==> config.mk <==
export PLATFORM = sky130hd
export DESIGN_NAME = kaf_control
export DESIGN_NICKNAME = d
export VERILOG_FILES = /design/src/sv/kalman_angle_filter_top_macros.svh /design/src/sv/kaf_pkg.sv /design/src/sv/kaf_control.sv
export SDC_FILE = /design/constraint.sdc
export NUM_CORES = 1
export LEC_CHECK = 0
export ABC_AREA = 1
export BUFFER_PORTS_ARGS = -buffer_cell sky130_fd_sc_hd__buf_2
export CAP_MARGIN = 10
export CORE_AREA = 5 5 42 44
export CTS_CLUSTER_DIAMETER = 150
export CTS_CLUSTER_SIZE = 14
export DETAILED_ROUTE_END_ITERATION = 12
export DIE_AREA = 0 0 47 49
export MAX_ROUTING_LAYER = met4
export PLACE_DENSITY = 0.64
export SYNTH_ARGS = -nofsm -noshare
export SYNTH_HDL_FRONTEND = slang
export SYNTH_SLANG_ARGS = --single-unit
==> constraint.sdc <==
create_clock -name clk -period 2 [get_ports clk]
set_input_delay 0.6 -clock clk [delete_from_list [all_inputs] [get_ports clk]]
set_output_delay 0.6 -clock clk [all_outputs]
set_load 0.005 [all_outputs]
==> src/sv/kalman_angle_filter_top_macros.svh <==
// Assertion macros for the angle filter
`ifndef KALMAN_ANGLE_FILTER_TOP_MACROS_SVH
`define KALMAN_ANGLE_FILTER_TOP_MACROS_SVH
// implication check under synchronous reset
`define KAF_ASSERT_IMP(label, clk_s, rst_s, ante, cons) \
  label: assert property (@(posedge clk_s) disable iff (!rst_s) (ante) |-> (cons)) \
    else $error("assertion failed");
// next-cycle implication check
`define KAF_ASSERT_NXT(label, clk_s, rst_s, ante, cons) \
  label: assert property (@(posedge clk_s) disable iff (!rst_s) (ante) |=> (cons)) \
    else $error("assertion failed");
`endif

==> src/sv/kaf_pkg.sv <==
`timescale 1ns / 1ps
// ----------------------------------------------------------------------------
// kaf_pkg
// Shared types and constants of the angle filter.
// ----------------------------------------------------------------------------
package kaf_pkg;
  localparam int AXES = 3;
  localparam int AXIS_W = 2;
  localparam int IDX_W = (AXES > 1) ? $clog2(AXES) : 1;
  localparam logic [31:0] Q30_ONE = 32'h4000_0000;

  localparam logic [1:0] REG_TIME_STEP = 2'd0;
  localparam logic [1:0] REG_ANGLE_NOISE = 2'd1;
  localparam logic [1:0] REG_BIAS_NOISE = 2'd2;
  localparam logic [1:0] REG_MEAS_NOISE = 2'd3;

  // sequencer steps; each but S_LOAD and S_HOLD issues one datapath operation (S_IDLE only on a transfer)
  typedef enum logic [4:0] {
    S_IDLE, S_LOAD, S_RATE, S_MANG, S_ANG, S_D, S_M00, S_M01, S_M10, S_M11,
    S_PRED, S_E, S_DIV0, S_DIV0W, S_DIV1, S_DIV1W, S_MK0, S_MK1, S_MK2, S_MK3,
    S_MK4, S_MK5, S_UPD, S_OUT, S_HOLD
  } kaf_state_t;

  typedef enum logic [4:0] {
    OP_NONE, OP_LOAD, OP_RATE, OP_MANG, OP_ANG, OP_D, OP_M00, OP_M01, OP_M10,
    OP_M11, OP_PRED, OP_E, OP_DIV0, OP_DIV0W, OP_DIV1, OP_DIV1W, OP_MK0, OP_MK1,
    OP_MK2, OP_MK3, OP_MK4, OP_MK5, OP_UPD, OP_OUT
  } kaf_op_t;

  typedef struct packed {
    kaf_op_t op;
  } kaf_cmd_t;

  typedef struct packed {
    logic div_busy;
    logic axis_ok;
  } kaf_sts_t;

  function automatic logic signed [31:0] sat32(input logic signed [65:0] x);
    logic signed [31:0] r;
    if (x > 66'sd2147483647) r = 32'sh7FFF_FFFF;
    else if (x < -66'sd2147483648) r = 32'sh8000_0000;
    else r = x[31:0];
    return r;
  endfunction
endpackage

==> src/sv/kaf_control.sv <==
`timescale 1ns / 1ps
// ----------------------------------------------------------------------------
// kaf_control
// Sequencer: walks one item through prediction, gain division and update; an invalid axis skips to output.
// ----------------------------------------------------------------------------
module kaf_control import kaf_pkg::*; (
  input  logic     clk,
  input  logic     rst_n,
  input  logic     in_valid,
  output logic     in_ready,
  output logic     out_valid,
  input  logic     out_ready,
  input  kaf_sts_t sts,
  output kaf_cmd_t cmd
);
  kaf_state_t state_r, state_nxt;

  always_comb begin
    state_nxt = state_r;
    unique case (state_r)
      S_IDLE:  if (in_valid) state_nxt = S_LOAD;
      S_LOAD:  state_nxt = S_RATE;
      S_RATE:  state_nxt = sts.axis_ok ? S_MANG : S_OUT;
      S_MANG:  state_nxt = S_ANG;
      S_ANG:   state_nxt = S_D;
      S_D:     state_nxt = S_M00;
      S_M00:   state_nxt = S_M01;
      S_M01:   state_nxt = S_M10;
      S_M10:   state_nxt = S_M11;
      S_M11:   state_nxt = S_PRED;
      S_PRED:  state_nxt = S_E;
      S_E:     state_nxt = S_DIV0;
      S_DIV0:  state_nxt = S_DIV0W;
      S_DIV0W: if (!sts.div_busy) state_nxt = S_DIV1;
      S_DIV1:  state_nxt = S_DIV1W;
      S_DIV1W: if (!sts.div_busy) state_nxt = S_MK0;
      S_MK0:   state_nxt = S_MK1;
      S_MK1:   state_nxt = S_MK2;
      S_MK2:   state_nxt = S_MK3;
      S_MK3:   state_nxt = S_MK4;
      S_MK4:   state_nxt = S_MK5;
      S_MK5:   state_nxt = S_UPD;
      S_UPD:   state_nxt = S_OUT;
      S_OUT:   state_nxt = S_HOLD;
      S_HOLD:  if (out_ready) state_nxt = S_IDLE;
      default: state_nxt = S_IDLE;
    endcase
  end

  always_comb begin
    in_ready = (state_r == S_IDLE);
    out_valid = (state_r == S_HOLD);
    unique case (state_r)
      // capture the payload on the transfer edge itself
      S_IDLE:  cmd.op = in_valid ? OP_LOAD : OP_NONE;
      S_RATE:  cmd.op = OP_RATE;
      S_MANG:  cmd.op = OP_MANG;
      S_ANG:   cmd.op = OP_ANG;
      S_D:     cmd.op = OP_D;
      S_M00:   cmd.op = OP_M00;
      S_M01:   cmd.op = OP_M01;
      S_M10:   cmd.op = OP_M10;
      S_M11:   cmd.op = OP_M11;
      S_PRED:  cmd.op = OP_PRED;
      S_E:     cmd.op = OP_E;
      S_DIV0:  cmd.op = OP_DIV0;
      S_DIV0W: cmd.op = OP_DIV0W;
      S_DIV1:  cmd.op = OP_DIV1;
      S_DIV1W: cmd.op = OP_DIV1W;
      S_MK0:   cmd.op = OP_MK0;
      S_MK1:   cmd.op = OP_MK1;
      S_MK2:   cmd.op = OP_MK2;
      S_MK3:   cmd.op = OP_MK3;
      S_MK4:   cmd.op = OP_MK4;
      S_MK5:   cmd.op = OP_MK5;
      S_UPD:   cmd.op = OP_UPD;
      S_OUT:   cmd.op = OP_OUT;
      default: cmd.op = OP_NONE;
    endcase
  end

  always_ff @(posedge clk) begin
    if (!rst_n) state_r <= S_IDLE;
    else state_r <= state_nxt;
  end
endmodule
# Word level (Yosys, flattened, before mapping)
# Index checks and enable logic that the tools add are counted.
# word_totals
output_inout_bits,7
input_bits,6
elab_cells,39
reg_bits,5
# classes
n_eq_ne,28
reduce_logical,2
mux,8
# op_table
operator,n
one-hot mux 5 bit (25 select lines),1
one-hot mux 5 bit (23 select lines),1
"equality test 5 bit, second input constant",9
"equality test 5 x 4 -> 1 bit, second input constant",8
2-to-1 mux 5 bit,5
"equality test 5 x 3 -> 1 bit, second input constant",4
"equality test 5 x 2 -> 1 bit, second input constant",2
"!= test 2 bit, second input constant",3
"equality test 5 x 1 -> 1 bit, second input constant",1
zero test 5 bit,1
AND reduction 4 bit,1
"!= test 2 x 1 -> 1 bit, second input constant",1
2-to-1 mux 1 bit,1

# Depth between registers and ports, before layout
# logic_depth
depth_word,3
depth_mapped,8
mapped_depth_nobuf,8

# Worst setup path before layout
# Ideal clock, no wire load.
# synth_path
path_kind,register to output
from,register state_r[3]
to,output port cmd[1] (netlist bit)
path_slack_ns,0.321
t_required_ns,1.400
n_path_buf,1
arrival_ns,1.079
stages_incl_launch_ff,7
path_cell_list,dfxtp_1 -> buf_6 -> inv_2 -> ha_1 -> nand3b_1 -> o211ai_1 -> inv_1
# synth_lines
element,line_no,source
"start, declared",kaf_control.sv:16,"kaf_state_t state_r, state_nxt;"
"start signal, assigned",kaf_control.sv:84,else state_r <= state_nxt;
"end, declared",kaf_control.sv:14,output kaf_cmd_t cmd

==> flow_summary.yaml <==
status:
  status: "finished clean"
drt:
  via_per_inst: 5.23
  antenna_left: 0
  wire_per_inst_um: 12.0
  drt-pass1-iter-count: 4
  drt_wl_total_um: 1580
  vias: 691
  route.detailed.drc: 0
  drt_iter0_drc: 15
synth:
  syn_area_per_cell_um2: 6.22
  ys_types: 25
  ys_ff_latch: 5
  seq_area_frac_synth: 0.169
  syn_inst: 95
  netlist_area_um2: 591
  syn_nets: 104
  synth_warnings: 0
floorplanning:
  pin_count: 13
  core_um2: 1400
  chipWidth_um: 47
  row_count: 14
  die_area_um2: 2300
  die_y_um: 49
  initial_utilization: 0.421
worst_setup_path:
  path_max_fanout: 7
  r2r_start: "state_r[3]$_SDFFE_PN0P_"
  r2r_slack_ns: 0.72
  cp_cell_sequence: "buf_6 -> nor2_4 -> nand2_1 -> nor2_2 -> a21oi_1 -> nand2_1 -> o21a_1 -> buf_2"
  crit_cells: 8
  cp_slowest_stage_delay_ns: 0.40
  critPathKind: "flop to output pin"
  crit_path_start: "state_r[3]$_SDFFE_PN0P_"
  critPathSlowestCell: "dfxtp_4"
  arrival_ns: 1.39
  worstReg2RegEnd: "state_r[2]$_SDFFE_PN0P_"
  crit_top_cell: "nand2_1"
  path_delay_family: "flip-flops"
  setup.worst_path.end: "cmd[0]"
  cp.required_ns: 1.40
  worst-r2r-cell-count: 8
  end_kind: "output pin"
  cp-start-kind: "flop"
  crit_buf_inv: 2
timing:
  skew_ns: 0.00470
  setup_viol: 0
  period_share: 0.996
  rsz0062_at_grt: "yes"
  slew_violations: 0
  slew-limit-headroom: 0.864
  hold_ws_ns: 0.555
  hold_viol: 0
  fmax_mhz: 502
  finalCriticalPeriod_ns: 1.99
  max_slew.worst_pin.slew_ns: 0.201
worst_hold_path:
  min_path_cells: 3
  hold_class: "primary input to flop"
place:
  portBuffers: 12
  gp_congestion: 0.889
  dp_hpwl_um: 1250
global_route:
  grt_overflow_total: 0
  grt_antenna_before_repair: 0
  grt_max_degree: 8
  grt_use_total: 0.157
  grt_pass1_wl_um: 2650
  grt_pass1_vias: 662
cells_and_area:
  nets: 126
  fin_util: 0.552
  drive_gt1_frac: 0.405
  final_cell_mix: "nand2_1, buf_2, inv_1"
  syn_to_final_growth_pct: 30.9
  top_regs: "state_r x5"
  layout_commonest_cell: "nand2_1"
  diodes: 0
  top_register: "state_r"
  largest_reg_flops: 5
clocking:
  cts_buffer_depth: 2
  clock_latency_ns: 0.24
  cts_inserted_buffers: 3
  clockRootBuffer: "clkbuf_4"
  htreeDepth: 1
  clk_pin_slew_ns: 0.04
  cts_tree: "built"
  cts_sinks: 5
power:
  p_leak_nw: 0.431
  p_per_area_nw_per_um2: 496
  worst_ir_drop_vdd_v: 0.000382
  fin_total_pwr_mw: 0.383
job:
  maxCapViolations: 0
## logic make-up (layout without fill, tap and decap cells)
logic type,after synthesis,after routing,synth area share
and+or+nand+nor,52,52,0.449
buffers and inverters,18,39,0.144
AOI/OAI and AO/OA,17,17,0.174
DFF,5,5,0.169
adders and majority gates,3,3,0.0636
## cells in the mapped netlist
library cell	number	area [um^2]
nand4_2	1	12.5
clkbuf_8	1	13.8
nand3_1	7	35.0
nand2_2	1	6.26
nand4_1	1	6.26
a21oi_2	1	8.76
o21a_1	1	7.51
nor3_2	1	10.0
nor2_4	1	11.3
inv_2	4	15.0
nand2_1	20	75.1
nor2_1	9	33.8
o21ai_1	1	5.00
nand3b_1	1	7.51
a21oi_1	4	20.0
inv_1	12	45.0
o211ai_1	4	30.0
buf_6	1	11.3
nor3_1	2	10.0
nor2_2	6	37.5
nand3_2	2	20.0
o21ai_0	5	25.0
dfxtp_1	5	100
ha_1	3	37.5
a31oi_1	1	6.26
## metal layers
metal  up-vias  share of wire  track usage  wire [um]
met5         -              0            -          0
met4         0         0.0051       0.0876          8
met3         2          0.052       0.0111         82
met2        23           0.51        0.247        804
met1       313           0.43        0.191        684
li1        353              -            -          -
## tightest hold or removal path, cell delays in order
cell and delay, ns:
buf_2 0.08, nand2_1 0.05, inv_1 0.04
## metrics by stage
step | setup TNS, ns | instance area [um^2] | setup slack [ns] | std cells
after floorplan | 0 | 591 | 0.321 | 95
after global placement | 0 | 683 | 0.158 | 126
after detailed placement | 0 | 683 | 0.141 | 126
after CTS | 0 | 738 | 0.00357 | 130
after global routing | -0.185 | 773 | -0.0636 | 132
final | 0 | 773 | 0.00708 | 132
## worst min path at each step
stage	start	end	slack, ns
2_1_floorplan	state_r[0]$_SDFFE_PN0P_	state_r[2]$_SDFFE_PN0P_	0.57
3_3_place_gp	state_r[0]$_SDFFE_PN0P_	state_r[2]$_SDFFE_PN0P_	0.65
3_5_place_dp	state_r[0]$_SDFFE_PN0P_	state_r[2]$_SDFFE_PN0P_	0.67
4_1_cts	rst_n	state_r[0]$_SDFFE_PN0P_	0.55
5_1_grt	rst_n	state_r[0]$_SDFFE_PN0P_	0.60
6_report	rst_n	state_r[0]$_SDFFE_PN0P_	0.55
## cell type report
class / instances / area, um^2
Fill cell: 147 / 628
Multi-Input combinational cell: 72 / 437
Timing Repair Buffer: 19 / 116
Sequential cell: 5 / 114
Inverter: 16 / 60.1
Clock buffer: 4 / 26.3
Tap cell: 16 / 20.0
## where the power goes
part	internal [mW]	switching, mW	total (mW)
logic	0.0636	0.0801	0.144
registers	0.107	0.0171	0.124
clock network	0.0753	0.0403	0.116
## repair_timing
item | in CTS | in global routing
hold buffers | 0 | 0
gates resized for setup | 10 | 7
buffers inserted | 0 | 2
pin swaps | 0 | 5
endpoints found under the setup margin | 3 | 3
endpoints found under the hold margin | 0 | 0
gates cloned | 0 | 0
Note: power is estimated with default switching activity, not from simulation.
